## config.mk

```make
export PLATFORM = sky130hd
export DESIGN_NAME = process_table_round_robin_scheduler_core_flat
export DESIGN_NICKNAME = d
export VERILOG_FILES = /design/src/design/prts_pkg.sv /design/src/design/prts_if.sv /design/src/design/process_table_round_robin_scheduler_core.sv /design/src/design/prts_slot_ram.sv /design/src/flat_wrapper.sv
export SDC_FILE = /design/constraint.sdc
export NUM_CORES = 2
export LEC_CHECK = 0
export ABC_AREA = 0
export BUFFER_PORTS_ARGS = -buffer_cell sky130_fd_sc_hd__buf_2
export CORE_AREA = 2 2 332 400
export DETAILED_ROUTE_END_ITERATION = 8
export DIE_AREA = 0 0 334 402
export PLACE_DENSITY_LB_ADDON = 0.2
export SKIP_LAST_GASP = 1
export SLEW_MARGIN = 20
export SYNTH_ARGS = -nofsm -noshare
export SYNTH_HDL_FRONTEND = slang
export SYNTH_HIERARCHICAL = 1
export SYNTH_SLANG_ARGS = --single-unit
```

## constraint.sdc

```tcl
create_clock -name clock -period 16.1 [get_ports clock]
set_input_delay 3.22 -clock clock [delete_from_list [all_inputs] [get_ports clock]]
set_output_delay 3.22 -clock clock [all_outputs]
set_load 0.02 [all_outputs]
```

## src/design/prts_pkg.sv

```systemverilog
package prts_pkg;

   localparam int DATA_W     = 32;
   localparam int SIZE_W     = 25;
   localparam int ACT_W      = 3;
   localparam int SLOT_OUT_W = 4;
   localparam int CSR_IDX_W  = 1;

   typedef enum logic [1:0] {
      ST_EMPTY    = 2'd0,
      ST_RUNNABLE = 2'd1,
      ST_BLOCKED  = 2'd2,
      ST_ZOMBIE   = 2'd3
   } slot_state_type;

   localparam logic [ACT_W-1:0] ACT_GETPID = 3'd0;
   localparam logic [ACT_W-1:0] ACT_FORK   = 3'd1;
   localparam logic [ACT_W-1:0] ACT_YIELD  = 3'd2;
   localparam logic [ACT_W-1:0] ACT_EXIT   = 3'd3;
   localparam logic [ACT_W-1:0] ACT_WAIT   = 3'd4;

   localparam logic [CSR_IDX_W-1:0] CSR_STACK_BASE = 1'b0;
   localparam logic [CSR_IDX_W-1:0] CSR_STACK_SIZE = 1'b1;

   localparam logic [DATA_W-1:0] STACK_BASE_RESET = 32'h0028_0000;
   localparam logic [SIZE_W-1:0] STACK_SIZE_RESET = 25'h004_0000;
   localparam logic [DATA_W-1:0] EAX_FAIL         = 32'hFFFF_FFFF;

endpackage

```

## src/design/prts_if.sv

```systemverilog
interface prts_req_if;
   logic                               valid;
   logic                               ready;
   logic [prts_pkg::ACT_W-1:0]         action;
   logic signed [prts_pkg::DATA_W-1:0] caller_eax;
   logic [prts_pkg::DATA_W-1:0]        caller_sp;

   modport source (output valid, action, caller_eax, caller_sp, input ready);
   modport sink   (input valid, action, caller_eax, caller_sp, output ready);
endinterface

interface prts_rsp_if;
   logic                               valid;
   logic                               ready;
   logic [prts_pkg::SLOT_OUT_W-1:0]    next_slot;
   logic signed [prts_pkg::DATA_W-1:0] next_eax;
   logic                               copy_request;
   logic [prts_pkg::DATA_W-1:0]        copy_source;
   logic [prts_pkg::DATA_W-1:0]        copy_dest;
   logic [prts_pkg::SIZE_W-1:0]        copy_length;
   logic                               halted;

   modport source (output valid, next_slot, next_eax, copy_request, copy_source,
                   copy_dest, copy_length, halted, input ready);
   modport sink   (input valid, next_slot, next_eax, copy_request, copy_source,
                   copy_dest, copy_length, halted, output ready);
endinterface

```

## src/design/process_table_round_robin_scheduler_core.sv

```systemverilog
// The slot scans (free slot, runnable slot, waiter wake-up) visit one slot per cycle.
// One request in flight; a new one is taken while the previous result beat waits.
// Reset is synchronous: slot 1 runnable and running, all other slots empty, not
// halted, stack registers at defaults. Stores clear through valid bits, no sweep.
module process_table_round_robin_scheduler_core #(
   parameter int SLOT_COUNT = 16
) (
   input  logic                            clock,
   input  logic                            reset,
   prts_req_if.sink                        req_bus,
   prts_rsp_if.source                      rsp_bus,
   input  logic                            csr_we,
   input  logic [prts_pkg::CSR_IDX_W-1:0]  csr_index,
   input  logic [prts_pkg::DATA_W-1:0]     csr_wdata
);

   localparam int SW = $clog2(SLOT_COUNT);
   localparam int CW = $clog2(SLOT_COUNT + 1);
   localparam int MW = SW + prts_pkg::SIZE_W;
   localparam logic [SW-1:0] LAST_SLOT = SW'(SLOT_COUNT - 1);
   localparam logic [CW-1:0] SCAN_END  = CW'(SLOT_COUNT);

   // Sequencer states. Fork runs through the shared multiply/add/subtract
   // path; exit walks the caller's waiter mask; scans share one status port.
   typedef enum logic [4:0] {
      S_IDLE,
      S_FORK_SCAN,
      S_MUL_P,
      S_ADD_P,
      S_MUL_C,
      S_ADD_C,
      S_LEN,
      S_CLAMP,
      S_SRC,
      S_DST,
      S_EXIT_WAKE,
      S_EXIT_END,
      S_WAIT_CHK,
      S_WAIT_ZWR,
      S_WAIT_MWR,
      S_SCHED,
      S_RD_OUT,
      S_OUT
   } state_type;

   // ---------------------------------------------------------------- config
   logic [prts_pkg::DATA_W-1:0] stack_base_ff;
   logic [prts_pkg::SIZE_W-1:0] stack_size_ff;

   always_ff @(posedge clock) begin
      if (reset) begin
         stack_base_ff <= prts_pkg::STACK_BASE_RESET;
         stack_size_ff <= prts_pkg::STACK_SIZE_RESET;
      end else if (csr_we) begin
         unique case (csr_index)
            prts_pkg::CSR_STACK_BASE: stack_base_ff <= csr_wdata;
            prts_pkg::CSR_STACK_SIZE: stack_size_ff <= csr_wdata[prts_pkg::SIZE_W-1:0];
            default: ;
         endcase
      end
   end

   // ---------------------------------------------------------------- state
   state_type                   state_ff;
   logic                        halt_ff;
   logic [SW-1:0]               running_ff;
   prts_pkg::slot_state_type    status_ff [SLOT_COUNT];
   logic [SW-1:0]               scan_ff;     // round-robin scan pointer
   logic [CW-1:0]               cnt_ff;      // slots visited so far
   logic [SW-1:0]               idx_ff;      // waiter walk index
   logic                        any_ff;      // exit woke at least one waiter
   logic [SW-1:0]               child_ff;
   logic [prts_pkg::DATA_W-1:0] eax_ff;
   logic [prts_pkg::DATA_W-1:0] sp_ff;
   logic [MW-1:0]               mul_ff;
   logic [prts_pkg::DATA_W-1:0] ptop_ff;
   logic [prts_pkg::DATA_W-1:0] ctop_ff;
   logic [prts_pkg::DATA_W-1:0] len_ff;
   logic [prts_pkg::DATA_W-1:0] cp_src_ff;
   logic [prts_pkg::DATA_W-1:0] cp_dst_ff;
   logic                        cp_req_ff;

   // result beat register
   logic                            rsp_valid_ff;
   logic [prts_pkg::SLOT_OUT_W-1:0] rsp_slot_ff;
   logic [prts_pkg::DATA_W-1:0]     rsp_eax_ff;
   logic                            rsp_req_ff;
   logic [prts_pkg::DATA_W-1:0]     rsp_src_ff;
   logic [prts_pkg::DATA_W-1:0]     rsp_dst_ff;
   logic [prts_pkg::SIZE_W-1:0]     rsp_len_ff;
   logic                            rsp_halt_ff;

   // ---------------------------------------------------------------- datapath
   logic                        req_fire;
   logic                        rsp_free;
   logic [SW-1:0]               tgt;
   logic [SW-1:0]               st_addr;
   prts_pkg::slot_state_type    st_rd;
   logic [SW-1:0]               scan_next;
   logic [SW-1:0]               run_next;
   logic                        scan_done;
   logic                        wait_bad;
   logic [SW-1:0]               mul_slot;
   logic [SW-1:0]               rd_addr;
   logic [SLOT_COUNT-1:0]       cur_bit;

   logic                        sv_we;
   logic [SW-1:0]               sv_addr;
   logic [prts_pkg::DATA_W-1:0] sv_wdata;
   logic [prts_pkg::DATA_W-1:0] sv_rd;

   logic                        ex_we;
   logic [prts_pkg::DATA_W-1:0] ex_rd;

   logic                        mk_we;
   logic [SW-1:0]               mk_addr;
   logic [SLOT_COUNT-1:0]       mk_wdata;
   logic [SLOT_COUNT-1:0]       mk_rd;

   assign req_fire = req_bus.valid && req_bus.ready;
   assign req_bus.ready = (state_ff == S_IDLE);
   assign rsp_free = !rsp_valid_ff || rsp_bus.ready;

   assign tgt       = eax_ff[SW-1:0];
   assign st_addr   = (state_ff == S_WAIT_CHK) ? tgt : scan_ff;
   assign st_rd     = status_ff[st_addr];
   assign scan_next = (scan_ff == LAST_SLOT) ? '0 : scan_ff + 1'b1;
   assign run_next  = (running_ff == LAST_SLOT) ? '0 : running_ff + 1'b1;
   assign scan_done = (cnt_ff == SCAN_END);
   assign mul_slot  = (state_ff == S_MUL_P) ? running_ff : child_ff;
   assign rd_addr   = (state_ff == S_WAIT_CHK) ? tgt : running_ff;
   assign cur_bit   = SLOT_COUNT'(1) << running_ff;

   // wait target that yields -1: negative, slot 0, out of range, self or empty
   assign wait_bad = eax_ff[prts_pkg::DATA_W-1] || (eax_ff == '0)
                     || (eax_ff >= prts_pkg::DATA_W'(SLOT_COUNT))
                     || (eax_ff == prts_pkg::DATA_W'(running_ff))
                     || (st_rd == prts_pkg::ST_EMPTY);

   // saved-eax write port
   always_comb begin
      sv_we    = 1'b0;
      sv_addr  = running_ff;
      sv_wdata = eax_ff;
      case (state_ff)
         S_IDLE: begin
            if (req_fire && !halt_ff) begin
               sv_we    = 1'b1;
               sv_wdata = (req_bus.action == prts_pkg::ACT_GETPID)
                          ? prts_pkg::DATA_W'(running_ff) : req_bus.caller_eax;
            end
         end
         S_FORK_SCAN: begin
            if (!(scan_ff != '0 && st_rd == prts_pkg::ST_EMPTY) && scan_done) begin
               sv_we    = 1'b1;
               sv_wdata = prts_pkg::EAX_FAIL;
            end
         end
         S_MUL_P: begin
            sv_we    = 1'b1;
            sv_addr  = child_ff;
            sv_wdata = '0;
         end
         S_ADD_P: begin
            sv_we    = 1'b1;
            sv_wdata = prts_pkg::DATA_W'(child_ff);
         end
         S_EXIT_WAKE: begin
            if (mk_rd[idx_ff]) begin
               sv_we   = 1'b1;
               sv_addr = idx_ff;
            end
         end
         S_WAIT_CHK: begin
            if (wait_bad) begin
               sv_we    = 1'b1;
               sv_wdata = prts_pkg::EAX_FAIL;
            end
         end
         S_WAIT_ZWR: begin
            sv_we    = 1'b1;
            sv_wdata = ex_rd;
         end
         default: ;
      endcase
   end

   assign ex_we = req_fire && !halt_ff && (req_bus.action == prts_pkg::ACT_EXIT);

   // waiter-mask write port
   always_comb begin
      mk_we    = 1'b0;
      mk_addr  = running_ff;
      mk_wdata = '0;
      case (state_ff)
         S_MUL_P: begin
            mk_we   = 1'b1;
            mk_addr = child_ff;
         end
         S_EXIT_END: mk_we = any_ff;
         S_WAIT_MWR: begin
            mk_we    = 1'b1;
            mk_addr  = tgt;
            mk_wdata = mk_rd | cur_bit;
         end
         default: ;
      endcase
   end

   prts_slot_ram #(.DEPTH(SLOT_COUNT), .WIDTH(prts_pkg::DATA_W)) u_saved (
      .clock  (clock),
      .reset  (reset),
      .wr_en  (sv_we),
      .wr_addr(sv_addr),
      .wr_data(sv_wdata),
      .rd_addr(rd_addr),
      .rd_data(sv_rd)
   );

   prts_slot_ram #(.DEPTH(SLOT_COUNT), .WIDTH(prts_pkg::DATA_W)) u_exit (
      .clock  (clock),
      .reset  (reset),
      .wr_en  (ex_we),
      .wr_addr(running_ff),
      .wr_data(req_bus.caller_eax),
      .rd_addr(rd_addr),
      .rd_data(ex_rd)
   );

   prts_slot_ram #(.DEPTH(SLOT_COUNT), .WIDTH(SLOT_COUNT)) u_mask (
      .clock  (clock),
      .reset  (reset),
      .wr_en  (mk_we),
      .wr_addr(mk_addr),
      .wr_data(mk_wdata),
      .rd_addr(rd_addr),
      .rd_data(mk_rd)
   );

   // ---------------------------------------------------------------- sequencer
   always_ff @(posedge clock) begin
      if (reset) begin
         state_ff     <= S_IDLE;
         halt_ff      <= 1'b0;
         running_ff   <= SW'(1);
         rsp_valid_ff <= 1'b0;
         for (int s = 0; s < SLOT_COUNT; s++) begin
            status_ff[s] <= (s == 1) ? prts_pkg::ST_RUNNABLE : prts_pkg::ST_EMPTY;
         end
      end else begin
         if (rsp_valid_ff && rsp_bus.ready) begin
            rsp_valid_ff <= 1'b0;
         end

         unique case (state_ff)
            S_IDLE: begin
               if (req_fire) begin
                  eax_ff    <= req_bus.caller_eax;
                  sp_ff     <= req_bus.caller_sp;
                  cp_req_ff <= 1'b0;
                  cp_src_ff <= '0;
                  cp_dst_ff <= '0;
                  len_ff    <= '0;
                  scan_ff   <= run_next;
                  cnt_ff    <= CW'(1);
                  idx_ff    <= '0;
                  any_ff    <= 1'b0;
                  if (halt_ff) begin
                     state_ff <= S_OUT;
                  end else begin
                     unique case (req_bus.action)
                        prts_pkg::ACT_GETPID: state_ff <= S_RD_OUT;
                        prts_pkg::ACT_FORK:   state_ff <= S_FORK_SCAN;
                        prts_pkg::ACT_YIELD:  state_ff <= S_SCHED;
                        prts_pkg::ACT_EXIT: begin
                           status_ff[running_ff] <= prts_pkg::ST_ZOMBIE;
                           state_ff <= S_EXIT_WAKE;
                        end
                        prts_pkg::ACT_WAIT:   state_ff <= S_WAIT_CHK;
                        default: begin
                           halt_ff  <= 1'b1;
                           state_ff <= S_OUT;
                        end
                     endcase
                  end
               end
            end

            S_FORK_SCAN: begin
               if (scan_ff != '0 && st_rd == prts_pkg::ST_EMPTY) begin
                  child_ff <= scan_ff;
                  state_ff <= S_MUL_P;
               end else if (scan_done) begin
                  state_ff <= S_RD_OUT;
               end else begin
                  scan_ff <= scan_next;
                  cnt_ff  <= cnt_ff + 1'b1;
               end
            end

            // stack top = base + slot * size, parent then child
            S_MUL_P: begin
               status_ff[child_ff] <= prts_pkg::ST_RUNNABLE;
               mul_ff   <= mul_slot * stack_size_ff;
               state_ff <= S_ADD_P;
            end
            S_ADD_P: begin
               ptop_ff  <= stack_base_ff + prts_pkg::DATA_W'(mul_ff);
               state_ff <= S_MUL_C;
            end
            S_MUL_C: begin
               mul_ff   <= mul_slot * stack_size_ff;
               state_ff <= S_ADD_C;
            end
            S_ADD_C: begin
               ctop_ff  <= stack_base_ff + prts_pkg::DATA_W'(mul_ff);
               state_ff <= S_LEN;
            end
            S_LEN: begin
               len_ff   <= (sp_ff > ptop_ff) ? '0 : ptop_ff - sp_ff;
               state_ff <= S_CLAMP;
            end
            S_CLAMP: begin
               if (len_ff > prts_pkg::DATA_W'(stack_size_ff)) begin
                  len_ff <= prts_pkg::DATA_W'(stack_size_ff);
               end
               state_ff <= S_SRC;
            end
            S_SRC: begin
               cp_src_ff <= ptop_ff - len_ff;
               state_ff  <= S_DST;
            end
            S_DST: begin
               cp_dst_ff <= ctop_ff - len_ff;
               cp_req_ff <= 1'b1;
               state_ff  <= S_RD_OUT;
            end

            // mask read data of the caller is held since the accept edge
            S_EXIT_WAKE: begin
               if (mk_rd[idx_ff]) begin
                  status_ff[idx_ff] <= prts_pkg::ST_RUNNABLE;
                  any_ff <= 1'b1;
               end
               if (idx_ff == LAST_SLOT) begin
                  state_ff <= S_EXIT_END;
               end else begin
                  idx_ff <= idx_ff + 1'b1;
               end
            end
            S_EXIT_END: begin
               if (any_ff) begin
                  status_ff[running_ff] <= prts_pkg::ST_EMPTY;
               end
               state_ff <= S_SCHED;
            end

            S_WAIT_CHK: begin
               if (wait_bad) begin
                  state_ff <= S_SCHED;
               end else if (st_rd == prts_pkg::ST_ZOMBIE) begin
                  status_ff[tgt] <= prts_pkg::ST_EMPTY;
                  state_ff <= S_WAIT_ZWR;
               end else begin
                  status_ff[running_ff] <= prts_pkg::ST_BLOCKED;
                  state_ff <= S_WAIT_MWR;
               end
            end
            S_WAIT_ZWR: state_ff <= S_SCHED;
            S_WAIT_MWR: state_ff <= S_SCHED;

            // round robin: slots after the running one, the running one last
            S_SCHED: begin
               if (st_rd == prts_pkg::ST_RUNNABLE) begin
                  running_ff <= scan_ff;
                  state_ff   <= S_RD_OUT;
               end else if (scan_done) begin
                  halt_ff  <= 1'b1;
                  state_ff <= S_OUT;
               end else begin
                  scan_ff <= scan_next;
                  cnt_ff  <= cnt_ff + 1'b1;
               end
            end

            S_RD_OUT: state_ff <= S_OUT;

            S_OUT: begin
               if (rsp_free) begin
                  rsp_valid_ff <= 1'b1;
                  rsp_slot_ff  <= prts_pkg::SLOT_OUT_W'(running_ff);
                  rsp_eax_ff   <= halt_ff ? '0 : sv_rd;
                  rsp_req_ff   <= cp_req_ff;
                  rsp_src_ff   <= cp_src_ff;
                  rsp_dst_ff   <= cp_dst_ff;
                  rsp_len_ff   <= len_ff[prts_pkg::SIZE_W-1:0];
                  rsp_halt_ff  <= halt_ff;
                  state_ff     <= S_IDLE;
               end
            end

            default: state_ff <= S_IDLE;
         endcase
      end
   end

   assign rsp_bus.valid        = rsp_valid_ff;
   assign rsp_bus.next_slot    = rsp_slot_ff;
   assign rsp_bus.next_eax     = rsp_eax_ff;
   assign rsp_bus.copy_request = rsp_req_ff;
   assign rsp_bus.copy_source  = rsp_src_ff;
   assign rsp_bus.copy_dest    = rsp_dst_ff;
   assign rsp_bus.copy_length  = rsp_len_ff;
   assign rsp_bus.halted       = rsp_halt_ff;

endmodule

```

## src/design/prts_slot_ram.sv

```systemverilog
// Per-slot store with one write and one registered read port.
// Entries never written since reset read as zero.
module prts_slot_ram #(
   parameter int DEPTH = 16,
   parameter int WIDTH = 32,
   localparam int AW   = $clog2(DEPTH)
) (
   input  logic             clock,
   input  logic             reset,
   input  logic             wr_en,
   input  logic [AW-1:0]    wr_addr,
   input  logic [WIDTH-1:0] wr_data,
   input  logic [AW-1:0]    rd_addr,
   output logic [WIDTH-1:0] rd_data
);

   logic [WIDTH-1:0] mem [DEPTH];
   logic [DEPTH-1:0] valid_ff;
   logic [WIDTH-1:0] rd_q_ff;

   always_ff @(posedge clock) begin
      if (reset) begin
         valid_ff <= '0;
      end else if (wr_en) begin
         valid_ff[wr_addr] <= 1'b1;
      end
   end

   always_ff @(posedge clock) begin
      if (wr_en) begin
         mem[wr_addr] <= wr_data;
      end
      rd_q_ff <= valid_ff[rd_addr] ? mem[rd_addr] : '0;
   end

   assign rd_data = rd_q_ff;

endmodule

```

## src/flat_wrapper.sv

```systemverilog
// flat-port wrapper written by rule: the top's interface ports become plain ports
module process_table_round_robin_scheduler_core_flat 
#(
   parameter int SLOT_COUNT = 16
)
  (clock, reset, csr_we, csr_index, csr_wdata, req_bus_valid, req_bus_action, req_bus_caller_eax, req_bus_caller_sp, req_bus_ready, rsp_bus_valid, rsp_bus_next_slot, rsp_bus_next_eax, rsp_bus_copy_request, rsp_bus_copy_source, rsp_bus_copy_dest, rsp_bus_copy_length, rsp_bus_halted, rsp_bus_ready);
  prts_req_if req_bus_i ();
  prts_rsp_if rsp_bus_i ();
  input  logic clock;
  input  logic reset;
  input  logic csr_we;
  input  logic [prts_pkg::CSR_IDX_W-1:0] csr_index;
  input  logic [prts_pkg::DATA_W-1:0] csr_wdata;
  input wire logic [$bits(req_bus_i.valid)-1:0] req_bus_valid;
  input wire logic [$bits(req_bus_i.action)-1:0] req_bus_action;
  input wire logic [$bits(req_bus_i.caller_eax)-1:0] req_bus_caller_eax;
  input wire logic [$bits(req_bus_i.caller_sp)-1:0] req_bus_caller_sp;
  output wire logic [$bits(req_bus_i.ready)-1:0] req_bus_ready;
  output wire logic [$bits(rsp_bus_i.valid)-1:0] rsp_bus_valid;
  output wire logic [$bits(rsp_bus_i.next_slot)-1:0] rsp_bus_next_slot;
  output wire logic [$bits(rsp_bus_i.next_eax)-1:0] rsp_bus_next_eax;
  output wire logic [$bits(rsp_bus_i.copy_request)-1:0] rsp_bus_copy_request;
  output wire logic [$bits(rsp_bus_i.copy_source)-1:0] rsp_bus_copy_source;
  output wire logic [$bits(rsp_bus_i.copy_dest)-1:0] rsp_bus_copy_dest;
  output wire logic [$bits(rsp_bus_i.copy_length)-1:0] rsp_bus_copy_length;
  output wire logic [$bits(rsp_bus_i.halted)-1:0] rsp_bus_halted;
  input wire logic [$bits(rsp_bus_i.ready)-1:0] rsp_bus_ready;
  assign req_bus_i.valid = req_bus_valid;
  assign req_bus_i.action = req_bus_action;
  assign req_bus_i.caller_eax = req_bus_caller_eax;
  assign req_bus_i.caller_sp = req_bus_caller_sp;
  assign req_bus_ready = req_bus_i.ready;
  assign rsp_bus_valid = rsp_bus_i.valid;
  assign rsp_bus_next_slot = rsp_bus_i.next_slot;
  assign rsp_bus_next_eax = rsp_bus_i.next_eax;
  assign rsp_bus_copy_request = rsp_bus_i.copy_request;
  assign rsp_bus_copy_source = rsp_bus_i.copy_source;
  assign rsp_bus_copy_dest = rsp_bus_i.copy_dest;
  assign rsp_bus_copy_length = rsp_bus_i.copy_length;
  assign rsp_bus_halted = rsp_bus_i.halted;
  assign rsp_bus_i.ready = rsp_bus_ready;
  process_table_round_robin_scheduler_core #(.SLOT_COUNT(SLOT_COUNT)) u_core (.clock(clock), .reset(reset), .req_bus(req_bus_i), .rsp_bus(rsp_bus_i), .csr_we(csr_we), .csr_index(csr_index), .csr_wdata(csr_wdata));
endmodule
```

==> results.py <==
metrics = {
    "status": {
        "status": "finished, final reports clean",
    },
    "drt": {
        "drt_iter0_drc": 5068,
        "antenna_left": 0,
        "wl_per_cell_um": 26.93,
        "drt_wl_total_mm": 193.3,
        "routed_via_density": 6.433,
        "first_pass_iters": 6,
        "num_vias": 46172,
        "drc": 0,
    },
    "sta": {
        "max_freq_ghz": 0.1423,
        "period_minus_slack_ns": 7.029,
        "slew_headroom": 0.1822,
        "fin_setup_tns_ns": 0,
        "hold_viol": 0,
        "post-route-period-util": 0.4366,
        "skew_ns": 0.03665,
        "tightest_slew_ns": 1.224,
        "slew_viol_final": 0,
        "rsz0062_at_grt": "no",
        "setup_viol": 0,
    },
    "clock_tree": {
        "post-cts-setup-buffers": 0,
        "clk-insertion-delay-late_ns": 0.82,
        "clk_transition_reported_paths_ns": 0.06,
        "cts_max_path_buffers": 3,
        "cts_root_buf": "clkbuf_16",
        "cts_hold_buf": 0,
        "cts.sinks": 1907,
        "cts_buffers": 176,
        "cts_resized": 0,
        "cts_tree": "built",
        "cts_htree_levels": 4,
    },
    "critical_path": {
        "cpLargestDelayFamily": "compound AO/OA/AOI/OAI gates",
        "startpoint_type": "flip-flop",
        "required_ns": 16.67,
        "critPathCaptureType": "flip-flop",
        "slowest_stage": "dfxtp_1",
        "path_class": "reg2reg",
        "crit_fanout": 21,
        "crit_buf_inv": 3,
        "cp_data_arrival_time_ns": 7.60,
        "crit_chain": "inv_1 > nand4_1 > mux2i_4 > nor2_1 > fa_1 > inv_1 > fa_1 > inv_1 > ha_1 > a21oi_1 > nor2b_1 > o21ai_0 > a21oi_1 > or4_1 > a221oi_1 > o21ai_1 > o41a_1 > a21o_1 > a21oi_1 > xnor2_1",
        "max_stage_delay_ns": 0.90,
    },
    "final_layout": {
        "area_growth_pct": 11.60,
        "nFillCells": 8503,
        "finalNetCount": 5656,
        "reg_top3": "u_core/u_exit/mem: 512 flops, u_core/u_saved/mem: 512 flops, u_core/u_mask/mem: 256 flops",
        "instances_no_fill": 7177,
        "drive_gt1_frac": 0.1957,
    },
    "synthesis": {
        "synth_edf_count": 1711,
        "ys_types": 97,
        "netlist_instances": 4992,
        "synth_area_um2": 80450,
        "syn_area_per_cell_um2": 16.11,
        "ys_seq_area_frac": 0.6875,
        "yosysWarnings": 6,
        "async_reset_ff_frac": 0,
        "synth_fp_nets": 5339,
        "synth_ff_type": "edfxtp_1",
        "ys_seq_elements": 1907,
    },
    "global_route": {
        "overflow": 0,
        "grt_pass1_wl_mm": 287.3,
        "grtUsageTotal": 0.2891,
        "grt_pass1_vias": 45957,
        "antenna_found_initial": 36,
        "grt_max_degree": 152,
    },
    "pwr": {
        "power_density_nw_per_um2": 140.3,
        "irDropWorstVdd_v": 0.0001146,
        "finalPower_mw": 12.60,
        "total_leakage_power_nw": 30.64,
    },
    "place": {
        "io_buffers": 233,
        "dpl.hpwl_mm": 121.5,
        "placed_cells": 6825,
        "finalWeightedCongestion": 0.8914,
    },
    "worst_hold_path": {
        "hp-class": "reg2reg",
    },
    "floorplanning": {
        "core-area_um2": 130800,
        "die_x_um": 334,
        "dieArea_um2": 134300,
        "die_y_um": 402,
        "row_count": 146,
        "floorplan.initialDensity": 0.6151,
        "io_pins": 234,
    },
    "run": {
        "max_cap_violations": 0,
    },
}
==> cells in the mapped netlist, types with 7 or more instances <==
library cell / count / area, um^2
a31oi_1: 15 / 93.84
buf_1: 10 / 37.54
a21oi_1: 285 / 1426
nand2_1: 276 / 1036
or3_1: 12 / 75.07
o211ai_1: 13 / 97.59
and3_1: 12 / 75.07
nor3_1: 58 / 290.3
a22oi_1: 162 / 1216
nand4_1: 19 / 118.9
or2_2: 9 / 56.30
buf_4: 27 / 202.7
a221o_1: 10 / 100.1
a222oi_1: 32 / 320.3
edfxtp_1: 1711 / 51380
nor2_2: 9 / 56.30
o21ai_0: 100 / 500.5
nand3_1: 43 / 215.2
fa_1: 50 / 1001
and2_1: 28 / 175.2
nor4_1: 11 / 68.82
xor2_1: 54 / 473.0
buf_6: 21 / 236.5
nor2_1: 413 / 1550
ha_1: 192 / 2402
o21a_1: 27 / 202.7
clkbuf_1: 103 / 386.6
nor2b_1: 72 / 450.4
mux2i_1: 8 / 80.08
o21bai_1: 10 / 75.07
a22o_1: 30 / 262.8
xnor2_1: 84 / 735.7
buf_2: 48 / 240.2
nand2b_1: 42 / 262.8
mux4_2: 340 / 7657
inv_1: 217 / 814.5
a31o_2: 7 / 61.31
a211oi_1: 18 / 135.1
dfxtp_1: 196 / 3924
nand3b_1: 9 / 67.56
o21ai_1: 19 / 95.09
a21o_1: 58 / 435.4
==> report_power, final <==
group	switching [mW]	internal, mW
clock	1.81	2.25
combinational	1.54	0.731
sequential	0.180	6.09
==> final timing paths <==
path	to	slack, ns	depth (start not counted)	from
max reg2reg	u_core/mul_ff[27]	9.07	20	u_core/state_ff[4]
min reg2reg	u_core/rsp_bus.copy_dest[2]	0.42	0	u_core/cp_dst_ff[2]
max	u_core/mul_ff[27]	9.07	20	u_core/state_ff[4]
min	u_core/rsp_bus.copy_dest[2]	0.42	0	u_core/cp_dst_ff[2]
==> stage by stage <==
stage / worst slack [ns] / cell area [um^2] / hold slack (ns) / util
finish: 9.071 / 89780 / 0.4171 / 0.6864
global route: 8.659 / 89760 / 0.4235 / 0.6863
global placement: 8.939 / 83850 / 0.4011 / 0.6410
CTS: 9.124 / 89570 / 0.4174 / 0.6848
floorplan: 2.881 / 80450 / 0.4003 / -
detailed placement: 9.145 / 83900 / 0.4045 / 0.6415
==> layer usage <==
| metal | GRT usage | wire length [um] |
|---|---|---|
| met3 | 0.04925 | 15050 |
| met4 | 0.1080 | 6850 |
| met5 | 0 | 58 |
| met1 | 0.3870 | 75210 |
| met2 | 0.4808 | 96120 |
==> logic make-up (layout without fill, tap and decap cells) <==
kind of cell	count (synthesis)	in the layout	share of synthesized area
AOI/OAI and AO/OA	869	869	0.07204
xor gates and xnor gates	138	138	0.01502
adders and majority gates	242	242	0.04230
buffers and inverters	430	900	0.02417
DFF	1907	1907	0.6875
muxes	360	360	0.09903
other	0	13	0
and+or+nand+nor	1046	1046	0.05997
==> cells in the final DEF, fill, tap and decap left out, types with 41 or more instances in the layout <==
| master | Yosys | layout |
|---|---|---|
| nand2_1 | 276 | 276 |
| nor2b_1 | 72 | 66 |
| buf_2 | 48 | 234 |
| ha_1 | 192 | 192 |
| clkbuf_1 | 103 | 52 |
| xor2_1 | 54 | 54 |
| nand3_1 | 43 | 43 |
| fa_1 | 50 | 50 |
| clkbuf_16 | 0 | 179 |
| o21ai_0 | 100 | 96 |
| a21o_1 | 58 | 58 |
| nand2b_1 | 42 | 42 |
| dfxtp_1 | 196 | 195 |
| edfxtp_1 | 1711 | 1711 |
| inv_1 | 217 | 217 |
| a21oi_1 | 285 | 284 |
| buf_4 | 27 | 105 |
| mux4_2 | 340 | 340 |
| nor2_1 | 413 | 385 |
| nor3_1 | 58 | 41 |
| xnor2_1 | 84 | 84 |
| a22oi_1 | 162 | 162 |
==> worst reg2reg max path: stages, from the launching register on <==
cell and delay (ns):
dfxtp_1 0.90, inv_1 0.26, nand4_1 0.69, mux2i_4 0.77, nor2_1 0.15, fa_1 0.57, inv_1 0.06, fa_1 0.54
inv_1 0.04, ha_1 0.37, a21oi_1 0.20, nor2b_1 0.06, o21ai_0 0.16, a21oi_1 0.09, or4_1 0.59, a221oi_1 0.43
o21ai_1 0.16, o41a_1 0.36, a21o_1 0.19, a21oi_1 0.17, xnor2_1 0.07
==> final cells by class <==
| class | instances | area [um^2] | share of cell area |
|---|---|---|---|
| antenna | 13 | 32.53 | 0.0003624 |
| clock buffer | 243 | 4840 | 0.05391 |
| clock inverter | 88 | 832.0 | 0.009268 |
| inverter | 220 | 825.8 | 0.009198 |
| multi-input combinational | 2655 | 23610 | 0.2629 |
| sequential | 1907 | 55310 | 0.6161 |
| tap | 1702 | 2130 | 0.02372 |
| timing repair buffer | 349 | 2205 | 0.02456 |
Power figures use the tool's default switching activity.
